File: config.mk
export PLATFORM = sky130hd
export DESIGN_NAME = voice_program_word_decoder
export DESIGN_NICKNAME = d
export VERILOG_FILES = /design/src/rtl/vpwd_pkg.sv /design/src/rtl/voice_program_word_decoder.sv /design/src/rtl/vpwd_decode.sv
export SDC_FILE = /design/constraint.sdc
export NUM_CORES = 1
export LEC_CHECK = 0
export BUFFER_PORTS_ARGS = -buffer_cell sky130_fd_sc_hd__buf_2
export CORE_MARGIN = 5
export CORE_UTILIZATION = 30
export CTS_BUF_LIST = sky130_fd_sc_hd__clkbuf_16
export CTS_CLUSTER_SIZE = 20
export DETAILED_ROUTE_END_ITERATION = 16
export HOLD_SLACK_MARGIN = 0.15
export SLEW_MARGIN = 20
export SYNTH_ARGS = -nofsm -noshare
export SYNTH_HDL_FRONTEND = slang
export SYNTH_SLANG_ARGS = --single-unit
File: constraint.sdc
create_clock -name clock -period 16.5 [get_ports clock]
set_input_delay 0.825 -clock clock [delete_from_list [all_inputs] [get_ports clock]]
set_output_delay 0.825 -clock clock [all_outputs]
set_load 0.005 [all_outputs]
File: src/rtl/vpwd_pkg.sv
// vpwd_pkg: shared types, constants and table functions of the voice program word decoder
// no dependencies; imported by vpwd_decode and voice_program_word_decoder
package vpwd_pkg;

   // one programming word is eight six-bit groups
   localparam int GROUP_W     = 6;
   localparam int GROUP_COUNT = 8;
   localparam int WORD_W      = GROUP_W * GROUP_COUNT;

   // special codes of the decode
   localparam logic [5:0]  ATTEN_SILENT   = 6'h3F;
   localparam logic [7:0]  FREQ_SPECIAL   = 8'hF0;
   localparam logic [7:0]  FREQ_ORDINARY  = 8'hFF;
   localparam logic [11:0] LEN_SHORT      = 12'd16;
   localparam logic [12:0] START_SHORT_OR = 13'h0010;

   // read methods with their own table shapes
   localparam logic [2:0] METH_QUAD_TWO  = 3'd2;
   localparam logic [2:0] METH_HALF_TWO  = 3'd4;
   localparam logic [2:0] METH_NARROW    = 3'd5;
   localparam logic [2:0] METH_QUARTER   = 3'd6;
   localparam logic [2:0] METH_NARROWEST = 3'd7;
   localparam logic [2:0] METH_DOUBLE    = 3'd0;
   localparam logic [2:0] LCODE_LONGEST  = 3'd7;

   // one decoded result transaction
   typedef struct packed {
      logic [3:0]  voice_number;
      logic        voice_active;
      logic [5:0]  attenuation;
      logic [7:0]  pitch_code;
      logic [3:0]  interpolation;
      logic [1:0]  output_pins;
      logic [12:0] first_start;
      logic [11:0] first_length;
      logic [2:0]  first_repeat;
      logic [12:0] second_start;
      logic [11:0] second_length;
      logic [2:0]  second_repeat;
   } rsp_fields_type;

   // table one length in samples
   function automatic logic [11:0] len_one(input logic [2:0] meth, input logic [2:0] lcode);
      logic [11:0] len;
      len = LEN_SHORT << lcode;
      if (meth == METH_QUAD_TWO && lcode == LCODE_LONGEST) begin
         len = 12'd1024;
      end
      return len;
   endfunction

   // table two length in samples
   function automatic logic [11:0] len_two(input logic [2:0] meth, input logic [2:0] lcode);
      logic [11:0] len;
      len = LEN_SHORT << lcode;
      case (meth)
         METH_QUAD_TWO: begin
            if (lcode == LCODE_LONGEST) begin
               len = 12'd1024;
            end
         end
         METH_HALF_TWO: begin
            len = 12'd8 << lcode;
         end
         METH_NARROW: begin
            len = (lcode < 3'd2) ? LEN_SHORT : (LEN_SHORT << (lcode - 3'd2));
         end
         METH_QUARTER: begin
            len = 12'd4 << lcode;
         end
         METH_NARROWEST: begin
            len = (lcode < 3'd3) ? LEN_SHORT : (LEN_SHORT << (lcode - 3'd3));
         end
         default: begin
            len = LEN_SHORT << lcode;
         end
      endcase
      return len;
   endfunction

   // reads per sample of table one
   function automatic logic [2:0] rep_one(input logic [2:0] meth);
      logic [2:0] rep;
      case (meth)
         METH_DOUBLE:   rep = 3'd2;
         METH_QUAD_TWO: rep = 3'd4;
         default:       rep = 3'd1;
      endcase
      return rep;
   endfunction

   // reads per sample of table two
   function automatic logic [2:0] rep_two(input logic [2:0] meth);
      logic [2:0] rep;
      case (meth)
         METH_DOUBLE:   rep = 3'd2;
         METH_QUAD_TWO: rep = 3'd4;
         METH_HALF_TWO: rep = 3'd2;
         METH_QUARTER:  rep = 3'd4;
         default:       rep = 3'd1;
      endcase
      return rep;
   endfunction

endpackage

File: src/rtl/voice_program_word_decoder.sv
// voice_program_word_decoder: top level; skips start-up bytes, gathers groups, decodes words
// depends on vpwd_pkg and vpwd_decode
// throughput: one bus byte per cycle unless req_stall is high; one result transaction
// per eight programming bytes, each word held in the word register, then the result register
// a stalled result holds the word register; input stalls only when both are full and blocked
// reset: synchronous, active high; clears the skip count, group index and both valid flags
// a skip_bytes write reloads the skip count; the configuration port is always ready
module voice_program_word_decoder (
   input  logic        clock,
   input  logic        reset,
   input  logic        csr_valid,
   output logic        csr_ready,
   input  logic [7:0]  csr_write_data,
   input  logic        req_valid,
   output logic        req_stall,
   input  logic [7:0]  req_bus_byte,
   output logic        rsp_valid,
   input  logic        rsp_stall,
   output logic [3:0]  rsp_voice_number,
   output logic        rsp_voice_active,
   output logic [5:0]  rsp_attenuation,
   output logic [7:0]  rsp_pitch_code,
   output logic [3:0]  rsp_interpolation,
   output logic [1:0]  rsp_output_pins,
   output logic [12:0] rsp_first_start,
   output logic [11:0] rsp_first_length,
   output logic [2:0]  rsp_first_repeat,
   output logic [12:0] rsp_second_start,
   output logic [11:0] rsp_second_length,
   output logic [2:0]  rsp_second_repeat
);
   import vpwd_pkg::*;

   localparam int GATHER_W = WORD_W - GROUP_W;

   logic [7:0]          skip_left_ff, skip_left_in;
   logic [2:0]          byte_index_ff, byte_index_in;
   logic [GATHER_W-1:0] gathered_ff, gathered_in;
   logic [WORD_W-1:0]   word_ff, word_in;
   logic                word_vld_ff, word_vld_in;
   rsp_fields_type      rsp_ff, rsp_in;
   logic                rsp_vld_ff, rsp_vld_in;

   logic                req_accept;
   logic                out_free;
   logic                word_move;
   logic                word_done;
   logic [GROUP_W-1:0]  data;
   rsp_fields_type      decoded;

   // handshakes
   assign csr_ready  = 1'b1;
   assign out_free   = !rsp_vld_ff || !rsp_stall;
   assign word_move  = word_vld_ff && out_free;
   assign req_stall  = word_vld_ff && !out_free;
   assign req_accept = req_valid && !req_stall;
   assign data       = req_bus_byte[GROUP_W-1:0];
   assign word_done  = req_accept && (skip_left_ff == 8'd0) && (byte_index_ff == 3'd7);

   // skip counter and group index
   always_comb begin
      skip_left_in  = skip_left_ff;
      byte_index_in = byte_index_ff;
      if (csr_valid && csr_ready) begin
         skip_left_in = csr_write_data;
      end else if (req_accept && skip_left_ff != 8'd0) begin
         skip_left_in = skip_left_ff - 8'd1;
      end
      if (req_accept && skip_left_ff == 8'd0) begin
         byte_index_in = byte_index_ff + 3'd1;
      end
   end

   // group gathering and word register
   always_comb begin
      gathered_in = gathered_ff;
      word_in     = word_ff;
      word_vld_in = word_vld_ff;
      if (req_accept && skip_left_ff == 8'd0 && byte_index_ff != 3'd7) begin
         gathered_in[byte_index_ff*GROUP_W +: GROUP_W] = data;
      end
      if (word_move) begin
         word_vld_in = 1'b0;
      end
      if (word_done) begin
         word_in     = {data, gathered_ff};
         word_vld_in = 1'b1;
      end
   end

   vpwd_decode u_decode (
      .word   (word_ff),
      .fields (decoded)
   );

   // result register
   always_comb begin
      rsp_in     = rsp_ff;
      rsp_vld_in = rsp_vld_ff;
      if (out_free) begin
         rsp_vld_in = word_vld_ff;
         if (word_vld_ff) begin
            rsp_in = decoded;
         end
      end
   end

   always_ff @(posedge clock) begin
      if (reset) begin
         skip_left_ff  <= 8'd0;
         byte_index_ff <= 3'd0;
         word_vld_ff   <= 1'b0;
         rsp_vld_ff    <= 1'b0;
      end else begin
         skip_left_ff  <= skip_left_in;
         byte_index_ff <= byte_index_in;
         word_vld_ff   <= word_vld_in;
         rsp_vld_ff    <= rsp_vld_in;
      end
   end

   always_ff @(posedge clock) begin
      gathered_ff <= gathered_in;
      word_ff     <= word_in;
      rsp_ff      <= rsp_in;
   end

   // result ports
   assign rsp_valid         = rsp_vld_ff;
   assign rsp_voice_number  = rsp_ff.voice_number;
   assign rsp_voice_active  = rsp_ff.voice_active;
   assign rsp_attenuation   = rsp_ff.attenuation;
   assign rsp_pitch_code    = rsp_ff.pitch_code;
   assign rsp_interpolation = rsp_ff.interpolation;
   assign rsp_output_pins   = rsp_ff.output_pins;
   assign rsp_first_start   = rsp_ff.first_start;
   assign rsp_first_length  = rsp_ff.first_length;
   assign rsp_first_repeat  = rsp_ff.first_repeat;
   assign rsp_second_start  = rsp_ff.second_start;
   assign rsp_second_length = rsp_ff.second_length;
   assign rsp_second_repeat = rsp_ff.second_repeat;

   // a word that moves on always shows up as a result transaction
   a_word_to_rsp: assert property (@(posedge clock) disable iff (reset)
      word_move |=> rsp_vld_ff)
      else $error("word lost between word and result register");

   // skipped bytes leave the group index alone
   a_skip_holds_index: assert property (@(posedge clock) disable iff (reset)
      (req_accept && skip_left_ff != 8'd0) |=> $stable(byte_index_ff))
      else $error("group index moved on a skipped byte");

   // a completed word never overwrites a word still waiting
   a_no_overwrite: assert property (@(posedge clock) disable iff (reset)
      word_done |-> (!word_vld_ff || out_free))
      else $error("word register overwritten");

   // table fields follow the active flag
   a_inactive_clear: assert property (@(posedge clock) disable iff (reset)
      (rsp_vld_ff && !rsp_ff.voice_active) |->
         (rsp_ff.first_length == 12'd0 && rsp_ff.second_length == 12'd0 &&
          rsp_ff.first_repeat == 3'd0 && rsp_ff.second_repeat == 3'd0))
      else $error("inactive voice carries table fields");

   a_active_len: assert property (@(posedge clock) disable iff (reset)
      (rsp_vld_ff && rsp_ff.voice_active) |->
         (rsp_ff.first_length != 12'd0 && rsp_ff.second_length != 12'd0))
      else $error("active voice with empty table");

endmodule

File: src/rtl/vpwd_decode.sv
// vpwd_decode: combinational decode of one gathered 48-bit programming word
// depends on vpwd_pkg (result struct, codes, length and repeat tables)
module vpwd_decode (
   input  logic [vpwd_pkg::WORD_W-1:0] word,
   output vpwd_pkg::rsp_fields_type    fields
);
   import vpwd_pkg::*;

   logic [5:0]  grp [GROUP_COUNT];
   logic [7:0]  addr_one;
   logic [7:0]  addr_two;
   logic [2:0]  meth;
   logic [2:0]  lcode;
   logic [7:0]  freq;
   logic        active;
   logic [11:0] l1;
   logic [11:0] l2;

   // start address: aligned to the table length, short tables offset by 16
   function automatic logic [12:0] table_start(input logic [7:0] addr, input logic [11:0] len);
      logic [12:0] start;
      start = {addr, 5'b0} & ~({1'b0, len} - 13'd1);
      if (len == LEN_SHORT) begin
         start = start | START_SHORT_OR;
      end
      return start;
   endfunction

   // split the word into its groups
   always_comb begin
      for (int k = 0; k < GROUP_COUNT; k++) begin
         grp[k] = word[k*GROUP_W +: GROUP_W];
      end
   end

   // field extraction
   assign addr_two = {grp[1][1:0], grp[2]};
   assign addr_one = {grp[1][3:2], grp[3]};
   assign meth     = grp[4][2:0];
   assign lcode    = grp[4][5:3];
   assign freq     = {grp[7], grp[6][1:0]};
   assign active   = !(freq >= FREQ_SPECIAL && freq != FREQ_ORDINARY) &&
                     (grp[0] != ATTEN_SILENT);
   assign l1       = len_one(meth, lcode);
   assign l2       = len_two(meth, lcode);

   // result assembly, table fields cleared for an inactive voice
   always_comb begin
      fields               = '0;
      fields.voice_number  = grp[6][5:2];
      fields.voice_active  = active;
      fields.attenuation   = grp[0];
      fields.interpolation = grp[5][5:2];
      fields.output_pins   = grp[1][5:4];
      fields.pitch_code    = freq;
      if (active) begin
         if (grp[5][0]) begin
            fields.pitch_code = {1'b0, freq[7:1]};
         end
         fields.first_start   = table_start(addr_one, l1);
         fields.first_length  = l1;
         fields.first_repeat  = rep_one(meth);
         fields.second_start  = table_start(addr_two, l2);
         fields.second_length = l2;
         fields.second_repeat = rep_two(meth);
      end
   end

endmodule
Yosys cells after proc, flatten, opt, wreduce, memory -nomap -nowiden
Cells that the tools add are included.

Output and inout bits: 84. Bits of input ports: 21. Flip-flop bits (word level): 184. Logic and storage cells: 92.

Reductions and logical operators: 24. Bitwise operators: 4. Shift-type cells: 7. Multipliers: 1. Order comparisons: 3. $add $sub $neg: 7. Multiplexer cells: 16. Equal/unequal tests: 12.

Operator list (number): one-hot mux 12 bit (5 select lines) (1); two-way mux 12 bit (4); bitwise mux 42 bit (1); variable shift 6 x 34 -> 42 bit (first input constant) (1); variable part select 6 x 34 -> 42 bit (1); left shift 5 x 3 -> 12 bit (first input constant) (3); negator 6 -> 34 bit (1); two-way mux 8 bit (4); AND 13 bit (2); NOT 13 bit (2); subtractor 12 x 1 -> 13 bit (second input constant) (2); == test 12 x 5 -> 1 bit (second input constant) (2); == test 3 bit (second input constant) (6); one-hot mux 3 bit (2 select lines) (2); left shift 3 x 3 -> 12 bit (first input constant) (1); left shift 4 x 3 -> 12 bit (first input constant) (1); logical AND 1 bit (10); two-way mux 5 bit (2); greater-or-equal comparator 8 bit (second input constant) (1); zero test 8 bit (1); inequality test 8 bit (second input constant) (1); nonzero test 8 bit (1); subtractor 8 x 1 -> 8 bit (second input constant) (1); < comparator 3 x 2 -> 1 bit (second input constant) (2); 13 further kinds (21).

Longest topological paths before layout
Depth in word-level cells: 9. Depth in mapped cells: 13. Mapped depth without buffers: 11.

Cells and area by module
A second synthesis with hierarchy kept.

Cell total of the unflattened synthesis: 724. Area, all modules: 8863.5 sq um.

Modules (own cells, without submodules): voice_program_word_decoder (cells an instance 475, seq. area each 5395.2 sq um, times used 1, area each 7128.1 sq um); vpwd_decode (cells an instance 249, seq. area each 0.0 sq um, times used 1, area each 1735.4 sq um).

Worst setup path before layout
OpenSTA, ideal clock, no wires.

Kind: input -> register. Start point: input rsp_stall. End point: register rsp_ff (netlist bit rsp_attenuation[0]) (enable). Setup time: 0.594 ns. Required time: 15.906 ns. Slack: 10.198 ns. Buffers on the path: 0. Stages: 1. Data arrival time: 5.709 ns. Cells stage by stage: a21boi_0.

Cells in the longest elaborated chain, start to end: 3.

Ends and longest elaborated chain: start, declared (RTL line voice_program_word_decoder.sv:18) `input logic rsp_stall,`; zero test 1 bit (RTL line voice_program_word_decoder.sv:53) `assign out_free = !rsp_vld_ff || !rsp_stall;`; logical OR 1 bit (RTL line voice_program_word_decoder.sv:53); AND reduction 2 bit (no line); end signal, assigned (RTL line voice_program_word_decoder.sv:125) `rsp_ff <= rsp_in;`; end, declared (RTL line voice_program_word_decoder.sv:41) `rsp_fields_type rsp_ff, rsp_in;`.

No other way between the ends. A chain may end at the register's enable or synchronous reset.

Worst setup path in the final report
Start point: register byte_index_ff[0]. End point: register gathered_ff[5] (enable).

Cells in the longest elaborated chain, start to end: 2.

Ends and longest elaborated chain: start, declared (RTL line voice_program_word_decoder.sv:37) `logic [2:0] byte_index_ff, byte_index_in;`; start signal, assigned (RTL line voice_program_word_decoder.sv:116) `byte_index_ff <= byte_index_in;`; inequality test 3 bit (RTL line voice_program_word_decoder.sv:79) `if (req_accept && skip_left_ff == 8'd0 && byte_index_ff != 3'd7) begin`; logical AND 1 bit (RTL line voice_program_word_decoder.sv:79); end signal, assigned (RTL line voice_program_word_decoder.sv:123) `gathered_ff <= gathered_in;`; end, declared (RTL line voice_program_word_decoder.sv:38) `logic [GATHER_W-1:0] gathered_ff, gathered_in;`.

No other way between the ends.

==> reports/metrics.cfg <==
[run_status]
status = completed

[logic_synthesis]
synth_edf_count = 155
avgSynthCellArea_um2 = 11.84
ys_seq_area_share_pct = 61.57
yosysUniqueCellTypes = 75
synthFlopType = edfxtp_1
syn-cell-area_um2 = 7983
syn_inst = 674
ys_warn_count = 0
synthArstFlopShare_pct = 0
yosys_register_bits = 168

[global_route]
grt_pass1_wl_mm = 29.18
grt_max_degree = 68
gr-usage-all-layers_pct = 12.27
antenna_found_initial = 1
grt_pass1_vias = 5132
overflow = 0

[timing]
hold_violations = 0
worst_pin_slew_ns = 0.9195
grt_setup_unrepaired = false
fmax_mhz = 230.7
maxSlewViolCount = 0
skew_ns = 0.008265
fin_setup_tns_ns = 0
maxSlewHeadroom_pct = 38.70
setup_viol_count_final = 0
period_minus_slack_ns = 4.335
min_period_over_period_pct = 26.27

[die]
die_w_um = 173.1
start_util_pct = 30.55
rows = 59
core_um2 = 26130
die_h_um = 173.1
dieArea_um2 = 29970
io_pins = 105

[drt]
dr_wl_met2_mm = 8.626
drcViolationCount = 0
wl_mm = 18.53
drt_iter0_drc = 682
top_layer = met4
drt-wirelength-per-cell_um = 16.89
viasPerCell = 4.990
met1_length_mm = 7.900
met3_length_mm = 1.449
vias = 5474
ant_nets = 0
dr.pass1.iters = 5

[power_and_ir_drop]
p_leak_nw = 3.377
max-vdd-ir-drop_mv = 0.05887
power_mw = 0.9159
power.density_nw_per_um2 = 99.38

[clock_network]
clockBufferDepth = 2
cts_resized = 0
clock_sinks = 168
root_buffer = clkbuf_16
htree_levels = 4
clkLatencyLatePin_ns = 0.42
cts_buffers = 17
post_cts_buffers = 0
tritoncts = built
ctsHoldBuffers = 0
cts.clk_slew.worst_paths_ns = 0.06

[setup_path]
startpoint_type = flop
endpoint_kind = flop
critPathTopFamily = simple AND/OR/NAND/NOR gates
critPathKind = flop to flop
crit_slowest_cell = dfxtp_1
crit_arrival_ns = 4.41
path_cells = inv_1 > ha_1 > nor3b_1 > xor2_1 > nand2_1 > a221oi_1
worstPathRequired_ns = 16.57
path_max_fanout = 22
crit_buf_inv = 1
cpPeakStageDelay_ns = 0.81

[place]
dpl.cell_count = 1065
place_area_um2 = 8638
io_buffers = 87
dpl.hpwl_mm = 13.26
place_congestion = 0.9399

[final_layout]
nets = 789
final_area_um2 = 9216
syn_to_final_growth_pct = 15.45
stdcell_count = 1097
drive_gt1_share_pct = 17.87

[flow_run]
maxCapViolations = 0

[hold_path]
hp-class = flop to flop

## cell usage in the layout, fill, tap and decap left out, drive strengths merged, types with 5 or more instances in the layout
master and count:
clkbuf 17, and3 17, mux2i 13, nand2b 11
dfxtp 13, nand4 6, o21ai 19, nor2b 10
buf 90, o22ai 9, inv 25, xnor2 12
and2 14, nor2 94, edfxtp 155, ha 18
nand3 16, nand2 62, clkinv 5, conb 15
mux2 7, nor3b 5, a21oi 28, nor3 13
## metrics by stage
stage	worst slack, ns	hold WS [ns]	utilization, %
6_report	12.16	0.4174	35.27
3_3_place_gp	12.23	0.4028	33.06
2_1_floorplan	10.20	0.4003	-
3_5_place_dp	12.27	0.4045	33.06
4_1_cts	12.25	0.4174	35.26
5_1_grt	11.82	0.4250	35.26
## cell families (layout without fill, tap and decap cells)
group,count (synthesis),count (layout),share of synthesized area (%)
other,2,16,0.09408
XOR/XNOR,16,16,1.755
multiplexers,20,20,2.618
AND/OR/NAND/NOR,278,278,17.40
adder cells (fa/ha/maj),19,19,3.072
buffers and inverters,67,141,4.561
AO/OA/AOI/OAI,104,104,8.934
flip-flops,168,168,61.57
## power breakdown
group | total [mW] | leakage, nW | switching, mW | internal (mW)
Clock | 0.386 | 0.279 | 0.162 | 0.223
Sequential | 0.466 | 1.53 | 0.00345 | 0.463
Combinational | 0.0639 | 1.56 | 0.0424 | 0.0214
Total | 0.916 | 3.38 | 0.208 | 0.708
## layer usage
layer | up-vias | global-route usage, %
li1 | 2594 | -
met1 | 2608 | 16.27
met2 | 234 | 19.18
met3 | 38 | 3.603
met4 | 0 | 4.456
met5 | - | 0
## flip-flops by register name (all words and copies together) (netlist names), 4 cells and up
signal and cells:
skip_left_ff 8, rsp_second_start 9, rsp_second_length 10, rsp_first_length 8, gathered_ff 41, rsp_pitch_code 8, rsp_interpolation 4, word_ff 47
rsp_first_start 9, rsp_voice_number 4, rsp_attenuation 6
## path summary, 6_finish.rpt
| check | slack [ns] | cells past startpoint | from | endpoint |
|---|---|---|---|---|
| max | 12.16 | 6 | byte_index_ff[0] | gathered_ff[5] |
| min | 0.42 | 0 | gathered_ff[26] | word_ff[26] |
| max reg2reg | 12.16 | 6 | byte_index_ff[0] | gathered_ff[5] |
| min reg2reg | 0.42 | 0 | gathered_ff[26] | word_ff[26] |
## synth_stat cells, drive strengths merged (5+ instances only)
master	instances	area share, %
edfxtp	155	58
nor2	94	4.5
nand2	62	2.9
a21oi	28	1.8
buf	26	2.4
clkbuf	20	1.1
inv	20	0.94
o21ai	19	1.2
ha	18	2.8
and3	17	1.3
nand3	16	1.0
and2	14	1.1
dfxtp	13	3.3
mux2i	13	1.6
nor3	13	0.82
xnor2	12	1.3
nand2b	11	0.86
nor2b	10	0.78
o22ai	9	0.71
mux2	7	0.99
nand4	6	0.55
nor3b	5	0.47
## area by class of cell
type                            instances  area, µm²
Timing Repair Buffer                   90      457.9
Antenna cell                            1      2.502
Inverter                               20      75.07
Multi-Input combinational cell        452       2771
Clock buffer                           17      425.4
Tap cell                              335      419.2
Clock inverter                         14      150.1
Sequential cell                       168       4915
Fill cell                            2639      16920
No activity file was read; power rests on OpenSTA's default activity.
